### src/rtl/ilh_pkg.sv
`default_nettype none
package ilh_pkg;

   localparam int unsigned NUM_BUCKETS_DEF = 64;

   localparam int unsigned TIME_W  = 64;
   localparam int unsigned FREQ_W  = 33;
   localparam int unsigned TICKS_W = 30;
   localparam int unsigned IDX_W   = 6;
   localparam int unsigned CSR_IDX_W = 2;
   localparam int unsigned NS_W    = 30;   // width of the ns-per-second constant
   localparam int unsigned PROD_W  = TIME_W + NS_W;
   localparam int unsigned DIV_STEPS = 64;
   localparam int unsigned DIV_CNT_W = $clog2(DIV_STEPS + 1);

   localparam logic [NS_W-1:0]    NS_PER_SEC     = 30'd1000000000;
   localparam logic [FREQ_W-1:0]  FREQ_RESET     = 33'd1000000000;
   localparam logic [TICKS_W-1:0] TICKS_RESET    = 30'd100000;
   localparam logic [TIME_W-1:0]  LIMIT_RESET    = 64'd0;

   // csr register indexes
   localparam logic [CSR_IDX_W-1:0] CSR_TIMER_FREQ   = 2'd0;
   localparam logic [CSR_IDX_W-1:0] CSR_BUCKET_TICKS = 2'd1;
   localparam logic [CSR_IDX_W-1:0] CSR_LIMIT_NS     = 2'd2;

   // opcodes
   localparam logic OP_RECORD = 1'b0;
   localparam logic OP_READ   = 1'b1;

   typedef struct packed {
      logic              opcode;
      logic [TIME_W-1:0] entry_time;
      logic [TIME_W-1:0] now_time;
      logic [IDX_W-1:0]  bucket_select;
   } req_type;

   typedef struct packed {
      logic [TIME_W-1:0] latency_ns;
      logic [IDX_W-1:0]  bucket_index;
      logic [TIME_W-1:0] bucket_count;
      logic [TIME_W-1:0] sample_count;
      logic [TIME_W-1:0] max_latency_ns;
      logic              over_limit;
   } rsp_type;

   // shared divider command and status
   typedef struct packed {
      logic              start;
      logic [TIME_W-1:0] dividend;
      logic [FREQ_W-1:0] divisor;
      logic [FREQ_W-1:0] rem_init;
   } div_cmd_type;

   typedef struct packed {
      logic              done;
      logic [TIME_W-1:0] quotient;
   } div_sts_type;

endpackage
`default_nettype wire

### src/rtl/ilh_divider.sv
`default_nettype none
// Restoring divider, one quotient bit per cycle. The remainder starts at
// rem_init, which must be below the divisor.
module ilh_divider (
   input  wire                  clock,
   input  wire                  reset,
   input  ilh_pkg::div_cmd_type cmd,
   output ilh_pkg::div_sts_type sts
);

   logic [ilh_pkg::TIME_W-1:0]    work_ff, work_in;
   logic [ilh_pkg::FREQ_W-1:0]    rem_ff, rem_in;
   logic [ilh_pkg::FREQ_W-1:0]    div_ff, div_in;
   logic [ilh_pkg::DIV_CNT_W-1:0] cnt_ff, cnt_in;
   logic                          done_ff, done_in;

   logic [ilh_pkg::FREQ_W:0] rem_sh;
   logic [ilh_pkg::FREQ_W:0] rem_sub;
   logic                     ge;

   always_comb begin
      rem_sh  = {rem_ff, work_ff[ilh_pkg::TIME_W-1]};
      ge      = rem_sh >= {1'b0, div_ff};
      rem_sub = rem_sh - {1'b0, div_ff};

      work_in = work_ff;
      rem_in  = rem_ff;
      div_in  = div_ff;
      cnt_in  = cnt_ff;
      done_in = 1'b0;
      if (cmd.start) begin
         work_in = cmd.dividend;
         rem_in  = cmd.rem_init;
         div_in  = cmd.divisor;
         cnt_in  = ilh_pkg::DIV_CNT_W'(ilh_pkg::DIV_STEPS);
      end else if (cnt_ff != '0) begin
         work_in = {work_ff[ilh_pkg::TIME_W-2:0], ge};
         rem_in  = ge ? rem_sub[ilh_pkg::FREQ_W-1:0] : rem_sh[ilh_pkg::FREQ_W-1:0];
         cnt_in  = cnt_ff - 1'b1;
         done_in = (cnt_ff == ilh_pkg::DIV_CNT_W'(1));
      end
   end

   always_ff @(posedge clock) begin
      if (reset) begin
         cnt_ff  <= '0;
         done_ff <= 1'b0;
      end else begin
         cnt_ff  <= cnt_in;
         done_ff <= done_in;
      end
      work_ff <= work_in;
      rem_ff  <= rem_in;
      div_ff  <= div_in;
   end

   assign sts.done     = done_ff;
   assign sts.quotient = work_ff;

endmodule
`default_nettype wire

### config.mk
export PLATFORM = sky130hd
export DESIGN_NAME = ilh_divider
export DESIGN_NICKNAME = d
export VERILOG_FILES = /design/src/rtl/ilh_pkg.sv /design/src/rtl/ilh_divider.sv
export SDC_FILE = /design/constraint.sdc
export NUM_CORES = 1
export LEC_CHECK = 0
export ABC_AREA = 1
export BUFFER_PORTS_ARGS = -buffer_cell sky130_fd_sc_hd__buf_4
export CAP_MARGIN = 20
export CELL_PAD_IN_SITES_DETAIL_PLACEMENT = 1
export CELL_PAD_IN_SITES_GLOBAL_PLACEMENT = 1
export CORE_ASPECT_RATIO = 0.5
export CORE_UTILIZATION = 36
export CTS_BUF_LIST = sky130_fd_sc_hd__clkbuf_16
export CTS_CLUSTER_DIAMETER = 200
export DETAILED_ROUTE_END_ITERATION = 12
export GPL_ROUTABILITY_DRIVEN = 0
export GPL_TIMING_DRIVEN = 0
export PLACE_DENSITY_LB_ADDON = 0.1
export SLEW_MARGIN = 20
export SYNTH_ARGS = -nofsm -noshare
export SYNTH_HDL_FRONTEND = slang
export SYNTH_SLANG_ARGS = --single-unit
### constraint.sdc
create_clock -name clock -period 3.55 [get_ports clock]
set_input_delay 0.5325 -clock clock [delete_from_list [all_inputs] [get_ports clock]]
set_output_delay 0.5325 -clock clock [all_outputs]
set_load 0.01 [all_outputs]
# ---- Word level (Yosys, flattened, before mapping)
# Index checks and enable logic that the tools add are counted.
dict set report totals {
  ff_bits 138
  input_bits 133
  output_inout_bits 65
  wordCells 22
}
dict set report op_classes {
  n_addsub 2
  magnitude_cmp 1
  eq_ne 1
  n_mux 7
  bitwise 1
  reduce_logical 4
}
# operator n
set ops {}
lappend ops {{$mux 64} 2}
lappend ops {{$mux 33} 3}
lappend ops {{$ge 34x33->1} 1}
lappend ops {{$sub 33x33->33} 1}
lappend ops {{$mux 7} 2}
lappend ops {{$eq 7x1->1 const B} 1}
lappend ops {{$reduce_bool 7->1} 1}
lappend ops {{$sub 7x1->7 const B} 1}
lappend ops {{$reduce_or 3->1} 1}
lappend ops {{$reduce_bool 2->1} 1}
lappend ops {{$reduce_or 2->1} 1}
lappend ops {{$not 1->1} 1}

# ---- Depth between registers and ports, before layout
# Gate-level depths: netlist of run 1.
dict set report depth {
  word_depth 4
  ltp_mapped 17
  mapped_depth_nobuf 16
}

# ---- Worst setup path after synthesis of run 1
# Ideal clock, no wire load.
dict set report synth_timing {
  kind {input to register}
  start {input cmd[130] (netlist name)}
  end {register rem_ff[0] (netlist name), enable pin}
  setup_time_ns 0.907
  t_arrival_ns 2.771
  required_time_ns 2.643
  path_slack_ns -0.128
  cell_stages 4
  path_buffers 2
  cell_sequence {clkbuf_1 > inv_2 > clkbuf_1 > nand2_1}
}
dict set report synth_via {
  elab_chain_cells 1
}
# item line
set synth_rtl {}
lappend synth_rtl {{from (decl)} ilh_divider.sv:7} ;# input ilh_pkg::div_cmd_type cmd,
lappend synth_rtl {{$reduce_bool 2->1 (no source line)} n/a}
lappend synth_rtl {{to (signal assigned)} ilh_divider.sv:53} ;# rem_ff <= rem_in;
lappend synth_rtl {{to (decl)} ilh_divider.sv:12} ;# logic [ilh_pkg::FREQ_W-1:0] rem_ff, rem_in;
# No other way between the ends.
# A chain may end at the register's enable or synchronous reset.

# ---- Worst setup path in the final report of run 1
dict set report layout_timing {
  start {input cmd[130] (netlist name)}
  end {register work_ff[43] (netlist name), enable pin}
}
dict set report layout_via {
  elab_chain_cells 1
}
# item line
set layout_rtl {}
lappend layout_rtl {{$reduce_bool 2->1 (no source line)} n/a}
lappend layout_rtl {{to (signal assigned)} ilh_divider.sv:52} ;# work_ff <= work_in;
lappend layout_rtl {{to (decl)} ilh_divider.sv:11} ;# logic [ilh_pkg::TIME_W-1:0] work_ff, work_in;
# No other way between the ends.

==> impl_results.md, run 1 <==
* Status: finished, final reports clean
* Syn nets at about 1.3k
* WHS Endpoint: div_ff[4]
* Post-Route Utilization at approximately half
* Unique masters post-synth at 35
* R2R depth at 13
* EDFF count, synth at 130
* Post-Syn Instances at 1,165
* Reg-to-reg endpoint: rem_ff[24]
* Clk root buf: clkbuf_16
* Post-synthesis sequential area ratio at a little under half
* Die span in x at around 220 um
* Largest net degree at the start of global routing at 65
* DR iter-0 viols at 459
* Gr ovfl total at 0
* WHS Path Cells at 1
* Yosys warns at 0
* Drt total wl at 28.7 mm
* Detailed Routing Iterations Pass 1 at 4
* PD cells at 796 nW/um^2
* Async SR Flop Fraction at 0%
* Fin crit share at 84.3%
* Top post-synthesis cells by area: edfxtp_1, nand2_1, inv_1, ha_1, nand3_1
* Crit path required time at about 3700 ps
* Hold_buf cts at 0
* Post-route insts no fill at around 1.7k
* Num CTS Buffers at 17
* Die span in y at 112 um
* Mapped Area at 8720 um^2
* CTS clk-pin slew, worst paths at roughly 70 ps
* Vias in the first global route at 8,455
* CTS sink cnt at 138
* Most common cell in the netlist: nand2_1
* Initial Utilization at ~37%
* Top cell type's share of synthesized area at between 40% and 50%
* I/O Buffers at between 150 and 200
* Slew Viols, Final at 0
* Die ar. at between 20,000 and 25,000 um^2
* Worst-Margin Slew at ~880 ps
* Post-route ant nets at 0
* Initial antenna violation count at 4
* Slew Limit Headroom at 41.4%
* Post-DR wirelength/cell at about 17 um
* Hold Path Origin: cmd[37]
* Synth cell count leaders: nand2_1, inv_1, edfxtp_1
* I/O Pins at roughly 200
* Setup violations, final at 0
* Kind of critical path: in2reg
* Worst-Skew Late Latency at between 400 and 500 ps
* Leak at between 5 and 6 nW
* First-pass GRT wire length at between 40 and 50 mm
* Clock Skew at between 10 and 15 ps
* Fillers at 2,946
* Startpoint Class: primary input
* Post-layout minimum cycle time at between 2000 and 3000 ps
* Worst reg2reg startpoint: work_ff[63]
* Yosys reg bits at 138
* Yosys top cell by area: edfxtp_1
* Cell Rows at 39
* Max FO, Critical Path at 64
* Crit path launch: cmd[130]
* VDD IR max at between 0.3 and 0.4 mV
* Vias at slightly above 8k
* Max frequency at between 300 and 400 MHz
* Synth Flop Type: edfxtp_1
* H-tree depth at 4
* Core ar. at roughly 23,000 um^2
* Routed vias/inst at roughly 4.7
* Avg Inst Size Synth at about 7.5 um^2
* Global Route Usage Sum at about a quarter
* Post-CTS setup buffers at 0
* Unrepaired setup endpoints after global routing: false
* Post-DP HPWL at approximately 23 mm
* Crit. End Element: flop
* Max Cap Violations at 0
* FF-to-FF setup slack at approximately 840 ps
* Placed Cells at 1,670
* Area delta synth->final at 28.6%
* Final net count at between 1.5k and 2k
* Layout cells sized above 1 at 18.4%
* Remaining DRCs at 0
* CTS tree: built
* Worst Path Arrival at about 3100 ps
* CTS resizes at 0
* Clock Tree Buf Depth at 2
* Final Hold Viols at 0
* Hold WC Path Type: in2reg
[worst max-delay path by stage]
stage	depth (start not counted)	to	slack, ps
finish	6	work_ff[43]	560
global route	6	work_ff[27]	380
CTS	6	work_ff[35]	530
detailed placement	6	work_ff[35]	9
global placement	5	work_ff[35]	-1010
floorplan	4	rem_ff[0]	840
[state kept, by name (all words and copies together) (netlist names)]
register  flops
div_ff       33
cnt_ff        7
done_ff       1
rem_ff       33
work_ff      64
[where the power goes]
part           internal, mW  switching, mW  total [mW]
logic                  1.65           2.80        4.46
registers              2.40          0.269        2.67
clock network         0.989          0.807        1.80
[worst max-delay path, cell delays in order]
cell,delay (ps)
buf_4,410
clkbuf_1,720
inv_2,280
clkbuf_1,360
nand2_8,370
buf_16,320
[stage by stage]
step                      power, mW  setup WS, ps  cell area [um^2]  setup TNS, ps  hold slack, ps
after global placement         7.03         -1010             10600         -97950             446
after floorplan                5.60           836              8730              0             422
after global routing           9.65           384             11200              0             234
after CTS                      9.01           532             11200              0             232
final                          8.93           559             11200              0             256
after detailed placement       7.16          8.52             10600              0             452
[cells by family after synthesis]
| family | after synthesis | share of synthesized area [%] |
|---|---|---|
| XOR/XNOR | 18 | 1.81 |
| flip-flops | 138 | 46.6 |
| AO/OA/AOI/OAI | 25 | 1.59 |
| AND/OR/NAND/NOR | 744 | 35.5 |
| buffers and inverters | 204 | 9.28 |
| adder cells (fa/ha/maj) | 36 | 5.25 |
[layer usage]
metal / part of all wire [%] / track usage (%)
met1: 49 / 32.5
met2: 43 / 36.2
met3: 7.5 / 8.56
met4: 0.96 / 5.42
met5: 0.12 / 0
[cell usage in the layout (no fill, tap or decap), types with 2 or more instances in the layout]
cell type	n
and2_1	6
edfxtp_1	130
buf_1	10
inv_8	3
clkinv_4	2
o21bai_1	2
o21ai_0	3
ha_1	35
dfxtp_1	8
clkbuf_1	11
nor4_1	2
xnor2_1	17
nand4_1	9
nand2_8	2
clkinvlp_4	4
nor3_1	5
buf_4	200
clkbuf_16	17
a21oi_1	17
nor2_2	5
nand2_4	2
nand3_2	2
inv_1	173
nand3b_1	26
diode_2	2
buf_2	2
inv_6	5
buf_6	4
nor2_1	46
nand2_2	3
nand2_1	571
nand3_1	62
[area by class of cell]
| cell class | count | area [um^2] | area share (%) |
|---|---|---|---|
| inverter | 174 | 653 | 5.82 |
| timing repair buffer | 198 | 1510 | 13.4 |
| buffer | 30 | 156 | 1.39 |
| antenna | 2 | 5.00 | 0.0446 |
| clock buffer | 17 | 425 | 3.79 |
| tap | 307 | 384 | 3.42 |
| sequential | 138 | 4060 | 36.2 |
| multi-input combinational | 823 | 3870 | 34.5 |
| clock inverter | 15 | 155 | 1.38 |
Power figures use the tool's default switching activity.
==> run 2: changes to the inputs <==
==> constraint.sdc (replaced) <==
create_clock -name clock -period 2.6 [get_ports clock]
set_input_delay 0.39 -clock clock [delete_from_list [all_inputs] [get_ports clock]]
set_output_delay 0.39 -clock clock [all_outputs]
set_load 0.01 [all_outputs]
==> impl_results.md, run 2 (same netlist as run 1, synthesis figures left out) <==
* Status: finished, final reports clean (unchanged)
* Post-route ant nets at 0 (unchanged)
* Max frequency at between 400 and 500 MHz
* Worst-Margin Slew at 748 ps (was 879 ps)
* Post-DR wirelength/cell at 16.9 um (was 16.8 um)
* Startpoint Class: flop (was primary input)
* Switch Pwr at 5.36 mW (was 3.88 mW)
* First-pass GRT wire length at 45.3 mm (about the same)
* Worst Path Arrival at 2650 ps (was 3100 ps)
* Crit path max-delay cell type: fa_2 (was clkbuf_1)
* Routed vias/inst at 4.75 (was 4.73)
* Die ar. at 24,900 um^2 (unchanged)
* Global Route Usage Sum at 23.9% (was 23.8%)
* Comb power frac at 50.6% (was 49.9%)
* Post-route insts no fill at 1,710 (was 1,704)
* Leak at 5.94 nW (was 5.91 nW)
* PD cells at 1090 nW/um^2 (was 796 nW/um^2)
* Area delta synth->final at 29.8% (was 28.6%)
* Cell Rows at 39 (unchanged)
* Clk root buf: clkbuf_16 (unchanged)
* Power Internal at 7.00 mW (was 5.05 mW)
* Initial Utilization at 37.5% (unchanged)
* Clock Tree Buf Depth at 2 (unchanged)
* Setup TNS at 0 ps (unchanged)
* Met3 Track Usage GR at 8.56% (unchanged)
* WP depth at 13 (was 6)
* Vias at 8,114 (was 8,056)
* VDD IR max at 0.520 mV (was 0.380 mV)
* Unrepaired setup endpoints after global routing: false (unchanged)
* Hold WC Path Type: in2reg (unchanged)
* Max FO, Critical Path at 10 (was 64)
* CP bufs+invs at 3 (was 5)
* Met2 usage at 36.2% (about the same)
* Core ar. at 23,300 um^2 (unchanged)
* Crit. End Element: flop (unchanged)
* I/O Buffers at 197 (unchanged)
* Sequential Power Share at 29.5% (was 30.0%)
* CTS tree: built (unchanged)
* Switching Share at 43.4% (was 43.5%)
* Final net count at 1,557 (was 1,551)
* DR iter-0 viols at 474 (was 459)
* Die span in y at 112 um (unchanged)
* Drt total wl at 28.9 mm (was 28.7 mm)
* Worst-Skew Late Latency at 450 ps (about the same)
* CTS sink cnt at 138 (unchanged)
* Kind of critical path: reg2reg (was in2reg)
* Detailed Routing Iterations Pass 1 at 8 (was 4)
* Max stage delay on crit path at 420 ps (was 720 ps)
* Placed Cells at 1,670 (unchanged)
* CTS clk-pin slew, worst paths at 70 ps (about the same)
* Fin crit share at 94.2%
* Clk pwr share at 19.9% (was 20.1%)
* Num CTS Buffers at 17 (unchanged)
* Crit path required time at 2800 ps (was 3660 ps)
* Initial antenna violation count at 4 (unchanged)
* I/O Pins at 198 (unchanged)
* Top delay family on crit path: simple AND/OR/NAND/NOR gates (was buffers and inverters)
* Post-DP HPWL at 22.9 mm (unchanged)
* Die span in x at 222 um (unchanged)
* Most frequent cells in the layout: nand2_1, buf_4, inv_1 (unchanged)
* Max reg flops at 64 (unchanged)
* Remaining DRCs at 0 (unchanged)
* Crit path cell chain: inv_1, ha_1, inv_1, fa_2, nand3_1, nand3_2, nand2_2, nand2_2, nand2_4, buf_4, nand3b_1, nand3_1, nand2_1 (was buf_4, clkbuf_1, inv_2, clkbuf_1, nand2_8, buf_16)
* Post-layout minimum cycle time at 2450 ps
* Setup violations, final at 0 (unchanged)
* Clock Skew at 12.1 ps (was 10.8 ps)
* Largest regs: work_ff: 64 flops, div_ff: 33 flops, rem_ff: 33 flops (unchanged)
* Max Cap Violations at 0 (unchanged)
* R2R depth at 13 (unchanged)
* Largest net degree at the start of global routing at 65 (unchanged)
* GR peak layer: met2 (unchanged)
* Grt met1 use at 32.5% (unchanged)
* Final Hold Viols at 0 (unchanged)
* Slew Viols, Final at 0 (unchanged)
* H-tree depth at 4 (unchanged)
* WHS Path Cells at 1 (unchanged)
* Vias in the first global route at 8,464 (was 8,455)
* Register with the most flip-flops: work_ff (unchanged)
* Slew Limit Headroom at 50.2% (was 41.4%)
* Most common cell after layout, fill and taps aside: nand2_1 (unchanged)
* Layout cells sized above 1 at 20.1% (was 18.4%)
* Gr ovfl total at 0 (unchanged)
[run 2: cell types whose count changed in the layout (fill, tap and decap cells not counted), moves of 2 or more]
cell	previous run	this run
buf_2	2	0
buf_4	200	207
clkbuf_4	0	2
ha_1	35	28
ha_2	0	6
nand2_1	571	564
nand2_2	3	10
[run 2: cell type report]
type / count / area, um^2
clock buffers: 17 / 425
clock inverters: 15 / 155
diodes: 2 / 5.00
fillers: 2932 / 12000
multi-input cells: 823 / 3920
plain buffers: 30 / 165
flip-flops and latches: 138 / 4060
inverters: 174 / 653
well taps: 307 / 384
repair buffers: 204 / 1550
[run 2: worst register-to-register path, stage by stage, from the launching register on]
cell and delay [ps]:
edfxtp_1 380, inv_1 100, ha_1 150, inv_1 90
fa_2 420, nand3_1 120, nand3_2 100, nand2_2 80
nand2_2 80, nand2_4 140, buf_4 240, nand3b_1 100
nand3_1 130, nand2_1 70
[run 2: final timing paths]
check             slack [ps]          to         from
setup reg to reg         150  rem_ff[24]  work_ff[63]
hold / removal           110   div_ff[4]      cmd[37]
hold reg to reg          450     done_ff    cnt_ff[6]
setup / recovery         150  rem_ff[24]  work_ff[63]
[run 2: per-layer routing]
layer,wire [um],vias up
met5,34,-
met4,279,4
met3,2170,27
met2,12400,180
met1,14000,3817
li1,-,4086
[run 2: power groups by stage]
stage                     combinational, mW  sequential (mW)  clock, mW
final                                  6.25             3.65       2.46
after global routing                   7.00             3.73       2.60
after CTS                              6.14             3.66       2.51
after detailed placement               6.10             3.67          0
after global placement                 5.90             3.69          0
after floorplan                        3.92             3.73          0
[run 2: repair_timing]
action	CTS	global route
setup buffers	0	6
gates resized for setup	3	19
hold buffers	0	0
endpoints found under the setup margin	87	97
pin swaps	0	3
[run 2: through the flow]
step | setup slack [ps] | utilization [%] | total power [mW] | area, um^2 | hold slack, ps
3_5_place_dp | -799 | 45.7 | 9.77 | 10600 | 452
6_report | 151 | 48.7 | 12.4 | 11300 | 113
5_1_grt | 8.18 | 48.6 | 13.3 | 11300 | 91.4
2_1_floorplan | 28.1 | - | 7.65 | 8730 | 422
3_3_place_gp | -1820 | 45.5 | 9.59 | 10600 | 446
4_1_cts | 58.3 | 48.2 | 12.3 | 11200 | 89.1
